`src/rtl/dssu_pkg.sv`:
```
package dssu_pkg;

  localparam int TOP_DIGITS    = 6;
  localparam int BOTTOM_DIGITS = 4;
  localparam int STORE_DEPTH   = TOP_DIGITS + BOTTOM_DIGITS;

  localparam int ADDR_W    = $clog2(STORE_DEPTH);
  localparam int TOP_IDX_W = (TOP_DIGITS > 1) ? $clog2(TOP_DIGITS) : 1;
  localparam int BOT_IDX_W = (BOTTOM_DIGITS > 1) ? $clog2(BOTTOM_DIGITS) : 1;

  localparam int TOP_POS_W = 3;
  localparam int BOT_POS_W = 2;
  localparam int PATTERN_W = 8;
  localparam int DIGIT_W   = 4;
  localparam int SLOT_W    = 4;

  localparam logic [BOT_POS_W-1:0] POINT_FIRST   = 2'd2;
  localparam logic [BOT_POS_W-1:0] POINT_LAST    = 2'd3;
  localparam logic [PATTERN_W-1:0] POINT_PATTERN = 8'h01;

  typedef enum logic {
    FUNC_TICK  = 1'b0,
    FUNC_WRITE = 1'b1
  } func_t;

  // Store read addresses for the next tick
  typedef struct packed {
    logic [ADDR_W-1:0] top_addr;
    logic [ADDR_W-1:0] bot_addr;
  } rd_req_t;

  typedef struct packed {
    logic [PATTERN_W-1:0] top_pattern;
    logic [TOP_POS_W-1:0] top_position;
    logic                 top_lit;
    logic [PATTERN_W-1:0] bottom_pattern;
    logic [BOT_POS_W-1:0] bottom_position;
    logic                 bottom_lit;
  } scan_res_t;

  function automatic logic [PATTERN_W-1:0] top_decode(input logic [DIGIT_W-1:0] d);
    logic [PATTERN_W-1:0] p;
    unique case (d)
      4'd0:    p = 8'h3F;
      4'd1:    p = 8'h06;
      4'd2:    p = 8'h5B;
      4'd3:    p = 8'h4F;
      4'd4:    p = 8'h66;
      4'd5:    p = 8'h6D;
      4'd6:    p = 8'h7D;
      4'd7:    p = 8'h07;
      4'd8:    p = 8'h7F;
      4'd9:    p = 8'h6F;
      default: p = 8'h00;
    endcase
    return p;
  endfunction

  // Bit-reversed segment order of the top table
  function automatic logic [PATTERN_W-1:0] bottom_decode(input logic [DIGIT_W-1:0] d);
    logic [PATTERN_W-1:0] p;
    unique case (d)
      4'd0:    p = 8'hFC;
      4'd1:    p = 8'h60;
      4'd2:    p = 8'hDA;
      4'd3:    p = 8'hF2;
      4'd4:    p = 8'h66;
      4'd5:    p = 8'hB6;
      4'd6:    p = 8'hBE;
      4'd7:    p = 8'hE0;
      4'd8:    p = 8'hFE;
      4'd9:    p = 8'hF6;
      default: p = 8'h00;
    endcase
    return p;
  endfunction

endpackage

```
`src/rtl/dssu_store.sv`:
```
module dssu_store (
  input  logic                          clk,
  input  logic                          rst,
  input  logic                          wr_en,
  input  logic [dssu_pkg::SLOT_W-1:0]   wr_slot,
  input  logic [dssu_pkg::DIGIT_W-1:0]  wr_value,
  input  dssu_pkg::rd_req_t             rd_req,
  output logic [dssu_pkg::DIGIT_W-1:0]  top_digit,
  output logic [dssu_pkg::DIGIT_W-1:0]  bot_digit
);
  import dssu_pkg::*;

  logic [DIGIT_W-1:0]     mem [STORE_DEPTH];
  logic [STORE_DEPTH-1:0] valid;
  logic                   in_range;
  logic                   wr_go;
  logic [ADDR_W-1:0]      wr_addr;

  assign in_range = ({1'b0, wr_slot} < (SLOT_W + 1)'(STORE_DEPTH));
  assign wr_go    = wr_en && in_range;
  assign wr_addr  = wr_slot[ADDR_W-1:0];

  always_ff @(posedge clk) begin
    if (wr_go) begin
      mem[wr_addr] <= wr_value;
    end
  end

  // Entries never written read as zero
  always_ff @(posedge clk) begin
    if (rst) begin
      valid <= '0;
    end else if (wr_go) begin
      valid[wr_addr] <= 1'b1;
    end
  end

  // Registered reads with write bypass
  always_ff @(posedge clk) begin
    if (rst) begin
      top_digit <= '0;
      bot_digit <= '0;
    end else begin
      if (wr_go && wr_addr == rd_req.top_addr) begin
        top_digit <= wr_value;
      end else if (valid[rd_req.top_addr]) begin
        top_digit <= mem[rd_req.top_addr];
      end else begin
        top_digit <= '0;
      end
      if (wr_go && wr_addr == rd_req.bot_addr) begin
        bot_digit <= wr_value;
      end else if (valid[rd_req.bot_addr]) begin
        bot_digit <= mem[rd_req.bot_addr];
      end else begin
        bot_digit <= '0;
      end
    end
  end

endmodule

```
`src/rtl/dssu_scan.sv`:
```
module dssu_scan (
  input  logic                          clk,
  input  logic                          rst,
  input  logic                          tick,
  input  logic [dssu_pkg::DIGIT_W-1:0]  top_digit,
  input  logic [dssu_pkg::DIGIT_W-1:0]  bot_digit,
  output dssu_pkg::rd_req_t             rd_req,
  output dssu_pkg::scan_res_t           res
);
  import dssu_pkg::*;

  logic                 top_on_phase, top_on_phase_next;
  logic [TOP_IDX_W-1:0] top_index, top_index_next;
  logic                 bottom_on_phase, bottom_on_phase_next;
  logic [BOT_IDX_W-1:0] bottom_index, bottom_index_next;
  logic                 point_mode, point_mode_next;
  logic                 point_on_phase, point_on_phase_next;
  logic [BOT_POS_W-1:0] point_index, point_index_next;

  always_ff @(posedge clk) begin
    if (rst) begin
      top_on_phase    <= 1'b1;
      top_index       <= '0;
      bottom_on_phase <= 1'b1;
      bottom_index    <= '0;
      point_mode      <= 1'b0;
      point_on_phase  <= 1'b1;
      point_index     <= POINT_FIRST;
    end else begin
      top_on_phase    <= top_on_phase_next;
      top_index       <= top_index_next;
      bottom_on_phase <= bottom_on_phase_next;
      bottom_index    <= bottom_index_next;
      point_mode      <= point_mode_next;
      point_on_phase  <= point_on_phase_next;
      point_index     <= point_index_next;
    end
  end

  always_comb begin
    top_on_phase_next    = top_on_phase;
    top_index_next       = top_index;
    bottom_on_phase_next = bottom_on_phase;
    bottom_index_next    = bottom_index;
    point_mode_next      = point_mode;
    point_on_phase_next  = point_on_phase;
    point_index_next     = point_index;

    res.top_position = TOP_POS_W'(top_index);
    res.top_lit      = top_on_phase;
    res.top_pattern  = top_on_phase ? top_decode(top_digit) : '0;

    if (!point_mode) begin
      res.bottom_position = BOT_POS_W'(bottom_index);
      res.bottom_lit      = bottom_on_phase;
      res.bottom_pattern  = bottom_on_phase ? bottom_decode(bot_digit) : '0;
    end else begin
      res.bottom_position = point_index;
      res.bottom_lit      = point_on_phase;
      res.bottom_pattern  = point_on_phase ? POINT_PATTERN : '0;
    end

    if (tick) begin
      top_on_phase_next = !top_on_phase;
      if (!top_on_phase) begin
        top_index_next = (top_index == TOP_IDX_W'(TOP_DIGITS - 1)) ? '0 : top_index + 1'b1;
      end
      if (!point_mode) begin
        bottom_on_phase_next = !bottom_on_phase;
        if (!bottom_on_phase) begin
          if (bottom_index == BOT_IDX_W'(BOTTOM_DIGITS - 1)) begin
            bottom_index_next = '0;
            point_mode_next   = 1'b1;
          end else begin
            bottom_index_next = bottom_index + 1'b1;
          end
        end
      end else begin
        point_on_phase_next = !point_on_phase;
        if (!point_on_phase) begin
          if (point_index == POINT_LAST) begin
            point_index_next = POINT_FIRST;
            point_mode_next  = 1'b0;
          end else begin
            point_index_next = point_index + 1'b1;
          end
        end
      end
    end
  end

  // Fetch the digits the next tick will show
  assign rd_req.top_addr = ADDR_W'(top_index_next);
  assign rd_req.bot_addr = ADDR_W'(TOP_DIGITS) + ADDR_W'(bottom_index_next);

endmodule

```
`src/rtl/dual_seven_segment_scanner_unit.sv`:
```
// A tick transfer's result is registered and shows on m_tdata in the cycle after acceptance.
// One item per cycle unless a held result waits on m_tready; the output register
// refills in the cycle it drains. Digit writes produce no result.
// Reset (rst, synchronous, active high): all stored digits read as zero,
// both scanners restart lit at digit 0, the point pass restarts at digit 2.
module dual_seven_segment_scanner_unit (
  input  logic        clk,
  input  logic        rst,
  input  logic        s_tvalid,
  output logic        s_tready,
  input  logic [7:0]  s_tdata,   // [3:0] digit_slot, [7:4] digit_value
  input  logic        s_tuser,   // [0] func (0 tick, 1 digit write)
  output logic        m_tvalid,
  input  logic        m_tready,
  output logic [23:0] m_tdata    // [7:0] top_pattern, [10:8] top_position,
                                 // [11] top_lit, [19:12] bottom_pattern,
                                 // [21:20] bottom_position, [22] bottom_lit,
                                 // [23] zero
);
  import dssu_pkg::*;

  logic               accept;
  logic               tick;
  logic               wr_en;
  logic [DIGIT_W-1:0] top_digit;
  logic [DIGIT_W-1:0] bot_digit;
  rd_req_t            rd_req;
  scan_res_t          res;
  scan_res_t          out_res;

  // Take a new item whenever the output register is empty or draining
  assign s_tready = !m_tvalid || m_tready;
  assign accept   = s_tvalid && s_tready;
  assign tick     = accept && (func_t'(s_tuser) == FUNC_TICK);
  assign wr_en    = accept && (func_t'(s_tuser) == FUNC_WRITE);

  // Digit store: ten entries, one write port, two registered read ports
  dssu_store u_store (
    .clk       (clk),
    .rst       (rst),
    .wr_en     (wr_en),
    .wr_slot   (s_tdata[3:0]),
    .wr_value  (s_tdata[7:4]),
    .rd_req    (rd_req),
    .top_digit (top_digit),
    .bot_digit (bot_digit)
  );

  // Both scanners; advance only on an accepted tick
  dssu_scan u_scan (
    .clk       (clk),
    .rst       (rst),
    .tick      (tick),
    .top_digit (top_digit),
    .bot_digit (bot_digit),
    .rd_req    (rd_req),
    .res       (res)
  );

  // Output register: load on tick, drop valid once the transfer completes
  always_ff @(posedge clk) begin
    if (rst) begin
      m_tvalid <= 1'b0;
    end else if (tick) begin
      m_tvalid <= 1'b1;
    end else if (m_tready) begin
      m_tvalid <= 1'b0;
    end
  end

  always_ff @(posedge clk) begin
    if (tick) begin
      out_res <= res;
    end
  end

  assign m_tdata = {1'b0, out_res.bottom_lit, out_res.bottom_position, out_res.bottom_pattern,
                    out_res.top_lit, out_res.top_position, out_res.top_pattern};

  // A blank top phase never carries segments
  a_top_blank: assert property (@(posedge clk) disable iff (rst)
    m_tvalid && !m_tdata[11] |-> m_tdata[7:0] == 8'h00)
    else $error("top pattern nonzero in blank phase");

  // A digit write never produces a result
  a_write_silent: assert property (@(posedge clk) disable iff (rst)
    s_tvalid && s_tready && s_tuser |=> !m_tvalid)
    else $error("result appeared after a digit write");

  // Every tick produces a result
  a_tick_result: assert property (@(posedge clk) disable iff (rst)
    s_tvalid && s_tready && !s_tuser |=> m_tvalid)
    else $error("tick produced no result");

  // Top position stays within the digit count
  a_top_range: assert property (@(posedge clk) disable iff (rst)
    m_tvalid |-> m_tdata[10:8] < TOP_POS_W'(TOP_DIGITS))
    else $error("top position out of range");

  // Top scanner alternates lit and blank on the results of back-to-back ticks
  a_top_alt: assert property (@(posedge clk) disable iff (rst)
    tick && $past(tick) && !$past(rst) |=> m_tdata[11] != $past(m_tdata[11]))
    else $error("top phase did not alternate");

endmodule
```
`config.mk`:
```
export PLATFORM = sky130hd
export DESIGN_NAME = dual_seven_segment_scanner_unit
export DESIGN_NICKNAME = d
export VERILOG_FILES = /design/src/rtl/dssu_pkg.sv /design/src/rtl/dssu_store.sv /design/src/rtl/dssu_scan.sv /design/src/rtl/dual_seven_segment_scanner_unit.sv
export SDC_FILE = /design/constraint.sdc
export NUM_CORES = 1
export LEC_CHECK = 0
export BUFFER_PORTS_ARGS = -buffer_cell sky130_fd_sc_hd__buf_4
export CORE_AREA = 2 2 91 93
export CTS_CLUSTER_DIAMETER = 100
export DETAILED_ROUTE_END_ITERATION = 10
export DIE_AREA = 0 0 93 95
export PLACE_DENSITY = 0.79
export SLEW_MARGIN = 25
export SYNTH_ARGS = -nofsm -noshare
export SYNTH_HDL_FRONTEND = slang
export SYNTH_SLANG_ARGS = --single-unit
```
`constraint.sdc`:
```
create_clock -name clk -period 3.1 [get_ports clk]
set_input_delay 0.155 -clock clk [delete_from_list [all_inputs] [get_ports clk]]
set_output_delay 0.155 -clock clk [all_outputs]
set_load 0.02 [all_outputs]
```
Word level (Yosys, flattened, before mapping)
Memory sizes are Yosys's and may differ from the RTL's. A register that Yosys moved wholly into a read port is not among the register bits.
Index checks and enable logic that the tools add are counted.
{ "classes": {"add_sub_neg": 4, "n_mux": 31, "n_reduce_logical": 17, "eq_ne": 5, "n_lt_le_gt_ge": 5, "bitwise": 4} }
{ "op_table": {"columns": ["op", "n"], "rows": [
  ["$mux 4", 5],
  ["$mux 1", 13],
  ["$mux 11", 1],
  ["$lt 4x5->1 const B", 2],
  ["$mux 2", 5],
  ["$or 10x10->10", 1],
  ["$mux 3", 3],
  ["$mux 8", 1],
  ["$logic_and 1x1->1", 7],
  ["$logic_not 1->1", 5],
  ["$lt 3x5->1 const B", 1],
  ["$add 2x1->2 const B", 2],
  ["$add 3x2->4 const A", 1],
  ["$bmux 1 s4", 1],
  ["$demux 1 s4", 1],
  ["$eq 2x2->1 const B", 2],
  ["$eq 4x3->1", 1],
  ["$eq 4x4->1", 1],
  ["$ge 4x1->1 const B", 1],
  ["$lt 4x4->1 const B", 1],
  ["$reduce_and 2->1", 2],
  ["$add 3x1->3 const B", 1],
  ["$bmux 1 s3", 1],
  ["$eq 3x3->1 const B", 1],
  ["other kinds (4)", 6]
]} }
{ "word_totals": {"inputBits": 13, "elab_cells": 85, "reg_bits": 49, "memories": 3, "ram_bits": 40, "output_inout_bits": 26, "rom_bits": 224} }
{ "mem_list": {"columns": ["memory", "words", "word_bits", "rd", "rd_ports_with_merged_regs", "wr", "line_no", "rtl"], "rows": [
  ["(no name shown)", 16, 7, 1, 1, 0, "dssu_pkg.sv:43", "unique case (d)"],
  ["(no name shown)", 16, 7, 1, 1, 0, "dssu_pkg.sv:62", "unique case (d)"],
  ["u_store.mem", 10, 4, 2, 0, 1, "dssu_store.sv:13", "logic [DIGIT_W-1:0] mem [STORE_DEPTH];"]
]} }

Longest topological paths before layout
Gate-level depths: netlist of run 1.
{ "depth": {"depth_word": 11, "depth_mapped": 12, "depth_no_buf": 11} }

By module
A second synthesis of run 1 with hierarchy kept.
{ "unflattened": {"hier_cells": 389, "area_unflattened_um2": 4645.7} }
{ "by_module_without_submodules": {"columns": ["mod", "cells_per_inst", "area_per_inst_um2", "seq_area_each_um2", "instances"], "rows": [
  ["dssu_store", 235, 2901.5, 1561.5, 1],
  ["dssu_scan", 123, 982.2, 220.2, 1],
  ["dual_seven_segment_scanner_unit", 31, 762.0, 710.7, 1]
]} }

Worst setup path after synthesis of run 1
OpenSTA, ideal clock, no wires.
{ "synth_timing": {"path_type": "register -> register", "startpoint": "reg u_scan.bottom_index[0]", "endpoint": "reg with a tool-made name", "required_time_ns": 2.968, "arrival_ns": 2.643, "period_less_slack_ns": 2.776, "setup_ns": 0.132, "path_stages_with_launch": 12, "path_slack_ns": 0.324, "n_path_buf": 1, "cell_sequence": "dfxtp_1 -> ha_1 -> clkbuf_1 -> nand4_1 -> and3b_1 -> o21ai_4 -> and2_1 -> a21oi_1 -> or2_2 -> ha_1 -> nor4_1 -> a211oi_1"} }
{ "synth_lines": {"columns": ["item", "line_no", "rtl"], "rows": [
  ["from (decl)", "dssu_scan.sv:15", "logic [BOT_IDX_W-1:0] bottom_index, bottom_index_next;"],
  ["from (signal assigned)", "dssu_scan.sv:33", "bottom_index <= bottom_index_next;"]
]} }

==> flow_summary.yaml, run 1 <==
clock_network:
  cts_tree: "yes"
  clk_pin_slew_ns: 0.09
  holdBufCountCts: 0
  clk_latency_ns: 0.36
  cts.sinks: 95
  cts_root_buf: "clkbuf_8"
  clock_path_buffers: 2
  cts_buffers: 9
  cts_max_level: 3
synth:
  yosysWarnings: 0
  synth_seq_cells: 95
  synth_edf_count: 62
  synth_cell_types: 71
  syn_area_sq_um: 4630
  synthTopCellsByArea: "edfxtp_1, dfxtp_1, mux4_2"
  syn-instance-count: 367
  seq_area_frac_synth_pct: 54.5
  synth_top_cell_area_share_pct: 40.2
  yosys_most_used_dff: "edfxtp_1"
  yosys.area.top_type: "edfxtp_1"
  synthesis.area_per_instance_sq_um: 12.6
  synth_most_common_cell: "edfxtp_1"
  async_flop_share_pct: 0
  synth_commonest_cells: "edfxtp_1, nor2_1, dfxtp_1"
sta:
  worst_pin_slew_ns: 0.802
  min_period_ns: 2.90
  relSlewSlack_pct: 46.1
  setup_tns_ns: 0
  holdWs_ns: 0.0839
  final_hold_viol_count: 0
  rsz0062_at_grt: "no"
  setup_viol: 0
  slew_viol_final: 0
  period_share_pct: 93.4
  fmax_ghz: 0.345
  finClkSkew_ns: 0.00659
critical_path:
  max_stage_delay_ns: 0.45
  cp_top_family: "simple AND/OR/NAND/NOR gates"
  crit_chain: "ha_2, nand4_1, and3b_1, o21ai_4, and2_1, a21oi_1, or2_2, ha_1, nor4_1, a211oi_1"
  start_kind: "flop"
  cp-startpoint: "u_scan.bottom_index[1]"
  worstSetupPathType: "flop to flop"
  critPathArrivalTime_ns: 3.13
  r2r_slack_ns: 0.20
  critPathCaptureType: "flop"
  crit_required_ns: 3.33
  r2r-start: "u_scan.bottom_index[1]"
  rr_worst_depth: 10
  slowest_stage: "ha_2"
  path_max_fanout: 8
  cp.buffers_inverters: 0
  cp.depth: 10
global_route:
  grt_start_max_net_pins: 29
  grt_pass1_vias: 2855
  grtUsageTotal_pct: 21.0
  antenna_found_initial: 0
  grt_overflow_total: 0
  grt_first_pass_wirelength_mm: 14.0
routing:
  first_iter_violations: 173
  vias: 2990
  ant_nets: 0
  post_drt_via_cell_ratio: 5.87
  drt_pass1_iterations: 4
  drc: 0
  wl_per_cell_um: 17.2
  finalWirelength_mm: 8.75
hold_path:
  hold_class: "primary input to flop"
cells_and_area:
  final_area_sq_um: 5170
  area_growth_pct: 11.7
  num_antenna_cells: 0
  fillers: 601
  drive_gt1_share_pct: 24.5
  final_util_pct: 65.2
  nets: 426
die:
  die_w_um: 93
  fp.dieArea_sq_um: 8840
  fp.dieH_um: 95
  ios: 39
  placement_rows: 33
  start_util_pct: 58.3
  core-area_sq_um: 7930
run:
  max-cap-violations: 0
outcome:
  status: "completed"
placement:
  gp_congestion: 0.844
  dp_hpwl_mm: 6.15
  placed_area_sq_um: 4960
  portBuffers: 36
power:
  peakVddDrop_mv: 0.224
  power_density_nw_per_um2: 468
  power_mw: 2.42
  leakagePower_nw: 1.82
[kinds of logic after synthesis]
family,count (synthesis),share of synthesized area (%)
AND/OR/NAND/NOR,124,15.0
flip-flops,95,54.5
other,1,0.0811
multiplexers,41,12.8
buffers and inverters,31,3.35
adder cells (fa/ha/maj),13,3.52
XOR/XNOR,8,1.92
AO/OA/AOI/OAI,54,8.71
[area by class of cell]
| class | instances | area, sq um | area share (%) |
|---|---|---|---|
| flip-flops and latches | 95 | 2520 | 48.8 |
| multi-input cells | 242 | 1960 | 38.0 |
| repair buffers | 43 | 323 | 6.25 |
| clock buffers | 11 | 141 | 2.74 |
| well taps | 105 | 131 | 2.54 |
| clock inverters | 4 | 55.1 | 1.07 |
| inverters | 9 | 33.8 | 0.654 |
[layout by cell type, fill, tap and decap left out, types with 3 or more instances in the layout]
| cell | count |
|---|---|
| a211o_1 | 3 |
| a21oi_1 | 11 |
| and2_1 | 16 |
| buf_4 | 43 |
| clkbuf_8 | 10 |
| dfxtp_1 | 33 |
| edfxtp_1 | 62 |
| ha_1 | 12 |
| inv_1 | 8 |
| mux2_2 | 5 |
| mux2i_1 | 20 |
| mux4_2 | 12 |
| nand2_1 | 17 |
| nand2b_1 | 6 |
| nand4_1 | 4 |
| nor2_1 | 37 |
| nor2b_1 | 4 |
| nor3_1 | 11 |
| nor4_1 | 3 |
| o21a_1 | 5 |
| o21ai_0 | 5 |
| o22ai_1 | 3 |
| o32ai_1 | 3 |
| or2_2 | 5 |
| xor2_1 | 5 |
[worst min path at each step]
| stage | start | to | slack, ns | depth (start not counted) |
|---|---|---|---|---|
| final | s_tdata[7] | u_store.mem[1][3] | 0.08 | 1 |
| after global routing | s_tdata[7] | u_store.mem[2][3] | 0.08 | 1 |
| after detailed placement | s_tdata[7] | u_store.mem[2][3] | 0.45 | 1 |
| after global placement | u_scan.point_index[1] | u_scan.point_index[1] | 0.44 | 1 |
| after CTS | s_tdata[7] | u_store.mem[2][3] | 0.07 | 1 |
| after floorplan | s_tdata[4] | u_store.mem[0][0] | 0.25 | 0 |
[what timing repair did]
item | 4_1_cts | 5_1_grt
resized for setup | 0 | 2
setup buffers | 0 | 0
setup endpoints to repair | 0 | 1
[sequential cells by signal, indices dropped and copies added (netlist names), named ones only]
signal / flops
u_store.mem: 40
m_tdata: 22
u_store.valid: 10
u_store.top_digit: 4
u_scan.top_index: 3
u_scan.bottom_index: 2
u_scan.point_index: 2
m_tvalid: 1
u_scan.bottom_on_phase: 1
u_scan.point_mode: 1
u_scan.point_on_phase: 1
u_scan.top_on_phase: 1
[power by group]
group          switching, mW  internal, mW  total [mW]
Clock                  0.426         0.395       0.821
Combinational          0.122        0.0858       0.208
Sequential            0.0138          1.38        1.39
[through the flow]
step | setup WS, ns | std cells
final | 0.205 | 509
after global routing | 0.0380 | 509
after CTS | 0.130 | 509
after detailed placement | 0.174 | 494
after global placement | 0.296 | 494
after floorplan | 0.324 | 368
[per-layer routing]
metal	GRT usage, %	wire length, um
met5	0	0
met3	3.67	417
met2	33.2	4140
met4	11.4	270
met1	27.8	3920
[worst register-to-register path: cells and delay by family (launching register included)]
kind	cells	cell delay (ns)
compound gates	3	0.46
fa+ha+maj	2	0.77
flops	1	0.33
simple gates	5	1.21
No activity file was read; power rests on OpenSTA's default activity.
==> run 2: changes to the inputs <==
- SYNTH_HIERARCHICAL: default -> 1
==> run 2 against run 1 <==
  * Combinational power about the same
  * Global-route usage fell by 0.083 points
  * Sequential power barely moved
  * Flip-flop and latch count decreased by 2
  * Worst hold slack got worse by 0.014 ns
  * Cell count up 4.3%
  * Area after synthesis increased by 0.43%
  * Power decreased by 2.3%
  * Die area did not move
  * Critical path depth is 2 lower
==> flow_summary.yaml, run 2 <==
synth:
  synth_top_cell_area_share_pct: 40.7
  syn_area_sq_um: 4650
  synth_edf_count: 63
  syn-instance-count: 389
  synth_seq_cells: 93
  synth_most_common_cell: "edfxtp_1"
  synthesis.area_per_instance_sq_um: 11.9
  yosys.area.top_type: "edfxtp_1"
  yosys_most_used_dff: "edfxtp_1"
  synthTopCellsByArea: "edfxtp_1, dfxtp_1, mux2i_1"
  synth_cell_types: 51
  synth_commonest_cells: "edfxtp_1, nor2_1, mux2i_1"
  async_flop_share_pct: 0
  seq_area_frac_synth_pct: 53.6
  yosysWarnings: 6
routing:
  wl_per_cell_um: 16.6
  drt_pass1_iterations: 5
  drc: 0
  vias: 3033
  first_iter_violations: 199
  post_drt_via_cell_ratio: 5.71
  finalWirelength_mm: 8.82
  ant_nets: 0
critical_path:
  crit_top_cell: "nand2b_4"
  cp.buffers_inverters: 0
  crit_chain: "nand2b_4, and3b_2, nor3b_4, mux2_4, mux4_2, nand2b_4, a32oi_2, o31ai_1"
  start_kind: "flop"
  slowest_stage: "mux4_2"
  critPathArrivalTime_ns: 3.05
  path_max_fanout: 26
  max_stage_delay_ns: 0.56
  worstSetupPathType: "flop to flop"
  r2r_slack_ns: 0.28
  critPathCaptureType: "flop"
  cp_top_family: "multiplexers"
  crit_required_ns: 3.33
sta:
  setup_tns_ns: 0
  fmax_ghz: 0.354
  rsz0062_at_grt: "no"
  min_period_ns: 2.82
  finClkSkew_ns: 0.00996
  slew_viol_final: 0
  final_hold_viol_count: 0
  worst_pin_slew_ns: 0.943
  setup_viol: 0
  relSlewSlack_pct: 36.7
  period_share_pct: 91.0
  holdWs_ns: 0.0703
cells_and_area:
  layout_common_cells: "edfxtp_1, nor2_1, mux2i_1"
  area_growth_pct: 11.4
  regMostFlops: "u_store/mem"
  layout_commonest_cell: "edfxtp_1"
  fillers: 609
  drive_gt1_share_pct: 19.0
  multiInputGateArea_sq_um: 1990
  largest_reg_flops: 40
  nets: 445
  num_antenna_cells: 0
  seqCellArea_sq_um: 2490
global_route:
  grt_pass1_vias: 2910
  grt_start_max_net_pins: 29
  grt_first_pass_wirelength_mm: 14.1
  grtUsageTotal_pct: 20.9
  grt_overflow_total: 0
  antenna_found_initial: 0
power:
  peakVddDrop_mv: 0.271
  power_density_nw_per_um2: 457
  power_mw: 2.36
  leakagePower_nw: 1.82
placement:
  dp_hpwl_mm: 6.57
  portBuffers: 37
  gp_congestion: 0.822
die:
  fp.dieArea_sq_um: 8840
  ios: 39
  fp.dieH_um: 95
  die_w_um: 93
  placement_rows: 33
  core-area_sq_um: 7930
  start_util_pct: 58.6
clock_network:
  clk_latency_ns: 0.35
  cts.sinks: 93
  cts_buffers: 9
  post_cts_buffers: 0
  holdBufCountCts: 0
  clock_path_buffers: 2
  cts_root_buf: "clkbuf_8"
  ctsResizeCount: 0
  clk_pin_slew_ns: 0.09
  cts_tree: "yes"
  cts_max_level: 3
outcome:
  status: "completed"
hold_path:
  hold_class: "primary input to flop"
run:
  max-cap-violations: 0
## run 2: cell count changes after synthesis, moves of 8 or more
| cell | before | now |
|---|---|---|
| nor2b_1 | 4 | 14 |
| o31ai_1 | 0 | 8 |
| mux4_2 | 12 | 2 |
| mux2i_1 | 20 | 46 |
| and2_1 | 16 | 3 |
| nor2_1 | 37 | 49 |
| a22oi_1 | 2 | 16 |
## run 2: metrics by stage
| step | utilization, % | worst slack (ns) | instance area, sq um | cells |
|---|---|---|---|---|
| 2_1_floorplan | - | 0.0125 | 4660 | 390 |
| 3_3_place_gp | 62.7 | 0.402 | 4970 | 515 |
| 3_5_place_dp | 62.7 | 0.274 | 4970 | 515 |
| 4_1_cts | 65.3 | 0.262 | 5170 | 531 |
| 5_1_grt | 65.3 | 0.116 | 5170 | 531 |
| 6_report | 65.3 | 0.278 | 5170 | 531 |
## run 2: logic make-up (layout without fill, tap and decap cells)
family          count (synthesis)  in the layout  synth area share [%]
simple gates                  124            124                  15.2
flops                          93             93                  53.6
compound gates                 61             61                  9.40
mux                            54             54                  12.4
buf+inv                        34             70                  4.34
fa+ha+maj                      11             11                  2.96
xor+xnor                       10             10                  1.89
other cells                     2              3                 0.162
## run 2: report_power, final
part	leakage (nW)	internal, mW	switching (mW)
clock network	0.107	0.390	0.401
logic	0.904	0.0873	0.121
registers	0.810	1.35	0.0156
## run 2: final timing paths
check | from | endpoint | depth (start not counted)
max | m_tvalid | u_store/bot_digit[1] | 8
min | s_tdata[6] | u_store/mem[2][2] | 1
max reg2reg | m_tvalid | u_store/bot_digit[1] | 8
min reg2reg | u_scan/top_index[1] | m_tdata[9] | 0
## run 2: final cells by class
cell class | count | share of cell area (%)
well taps | 105 | 2.54
flip-flops and latches | 93 | 48.2
clock buffers | 12 | 3.43
multi-input cells | 263 | 38.4
clock inverters | 4 | 0.484
repair buffers | 42 | 6.09
inverters | 12 | 0.870
## run 2: layer usage
metal / track usage [%] / vias up / part of all wire, %
li1: - / 1470 / -
met2: 37.9 / 84 / 52
met4: 9.44 / 0 / 2.5
met3: 3.67 / 19 / 4.2
met5: 0 / - / 0
met1: 24.3 / 1460 / 41
==> run 3: changes to the inputs <==
- PLACE_DENSITY: 0.79 -> 0.83
==> run 3 against run 2 <==
  * Register-to-register slack improved by 0.07 ns
  * Critical path type unchanged
  * Non-clock buffer count down 2
  * Critical path depth stayed put
  * Clock power fell by 2%
  * Combinational power fell by 2%
  * Cell area shrank 0.68%
  * Count of clock-buffer cells in the layout fell by 1
  * Global-route usage fell by 0.45 points
  * Via count fell by 1.5%
  * Die area stayed put
  * Cell count shrank 0.38%
  * Routed wire length is 2.8% lower
==> flow_summary.yaml, run 3 (synthesis gave the netlist of run 2 again) <==
die:
  placement_rows: 33
  core-area_sq_um: 7930
  die_w_um: 93
  fp.dieH_um: 95
  fp.dieArea_sq_um: 8840
  ios: 39
  start_util_pct: 58.6
sta:
  relSlewSlack_pct: 36.0
  slew_viol_final: 0
  setup_tns_ns: 0
  holdWs_ns: 0.0768
  finClkSkew_ns: 0.0142
  setup_slack_ns: 0.348
  worst_pin_slew_ns: 0.953
  final_hold_viol_count: 0
  rsz0062_at_grt: "no"
  setup_viol: 0
  min_period_ns: 2.75
  period_share_pct: 88.8
  fmax_ghz: 0.363
routing:
  post_drt_via_cell_ratio: 5.64
  first_iter_violations: 222
  wl_per_cell_um: 16.2
  drc: 0
  vias: 2986
  finalWirelength_mm: 8.57
  ant_nets: 0
  drt_pass1_iterations: 4
cells_and_area:
  largest_reg_flops: 40
  area_growth_pct: 10.6
  layout_common_cells: "edfxtp_1, nor2_1, mux2i_1"
  seqCellArea_sq_um: 2490
  regMostFlops: "u_store/mem"
  nets: 443
  multiInputGateArea_sq_um: 1980
  drive_gt1_share_pct: 18.6
  fillers: 605
  num_antenna_cells: 0
  final_area_sq_um: 5140
  layout_commonest_cell: "edfxtp_1"
clock_network:
  cts_root_buf: "clkbuf_8"
  cts_buffers: 9
  cts.sinks: 93
  post_cts_buffers: 0
  cts_tree: "yes"
  cts_max_level: 3
  holdBufCountCts: 0
  ctsResizeCount: 0
  clock_path_buffers: 2
  clk_pin_slew_ns: 0.09
  clk_latency_ns: 0.36
critical_path:
  crit_required_ns: 3.33
  critPathArrivalTime_ns: 2.99
  r2r-end: "u_store/bot_digit[1]"
  r2r_slack_ns: 0.35
  worstSetupPathType: "flop to flop"
  r2r-start: "m_tvalid"
  path_max_fanout: 26
  critPathCaptureType: "flop"
  rr_worst_depth: 8
  start_kind: "flop"
global_route:
  grt_overflow_total: 0
  grt_pass1_vias: 2781
  grt_first_pass_wirelength_mm: 13.8
  antenna_found_initial: 0
  grtUsageTotal_pct: 20.5
  grt_start_max_net_pins: 29
power:
  peakVddDrop_mv: 0.345
  leakagePower_nw: 1.80
  power_density_nw_per_um2: 455
outcome:
  status: "completed"
placement:
  dp_slack_ns: 0.382
  gp_congestion: 0.916
  placed_area_sq_um: 4950
  dp_hpwl_mm: 6.26
  portBuffers: 37
run:
  max-cap-violations: 0
hold_path:
  min_path_cells: 3
  hold_end: "m_tvalid"
  hold_class: "primary input to flop"
  min-delay-start: "s_tvalid"
-- run 3: worst max-delay path by stage --
stage | start | to | slack, ns | cells past startpoint
6_report | m_tvalid | u_store/bot_digit[1] | 0.35 | 8
3_5_place_dp | m_tvalid | u_store/bot_digit[1] | 0.38 | 8
3_3_place_gp | m_tvalid | u_store/bot_digit[3] | 0.44 | 8
4_1_cts | m_tvalid | u_store/bot_digit[1] | 0.36 | 8
2_1_floorplan | m_tvalid | u_store/bot_digit[0] | 0.01 | 10
5_1_grt | m_tvalid | u_store/bot_digit[1] | 0.18 | 8
-- run 3: per-stage QoR --
stage                     utilization (%)  total power [mW]  cells
after floorplan                         -              1.54    390
after global placement               62.4              1.59    513
after detailed placement             62.4              1.60    513
after CTS                            64.8              2.36    529
after global routing                 64.8              2.43    529
final                                64.8              2.34    529
-- run 3: power breakdown --
part	total [mW]	internal [mW]	switching [mW]
combinational	0.204	0.0849	0.119
sequential	1.36	1.35	0.0150
clock	0.772	0.349	0.422
-- run 3: final cells by class --
| type | instances | area share, % |
|---|---|---|
| repair buffers | 40 | 5.84 |
| multi-input cells | 263 | 38.5 |
| clock buffers | 11 | 2.97 |
| flip-flops and latches | 93 | 48.5 |
| well taps | 105 | 2.56 |
| inverters | 12 | 0.876 |
| clock inverters | 5 | 0.803 |
-- run 3: worst max-delay path, stage by stage (launching register included) --
cell and delay [ns]:
dfxtp_1 0.34, nand2b_4 0.08, and3b_2 0.29, nor3b_4 0.33
mux2_4 0.52, mux4_2 0.56, nand2b_4 0.15, a32oi_2 0.22
o31ai_1 0.13
-- run 3: layer usage --
layer / routed length [um] / track usage (%)
met1: 3800 / 26.7
met5: 0 / 0
met2: 4220 / 33.9
met4: 176 / 9.44
met3: 371 / 3.19
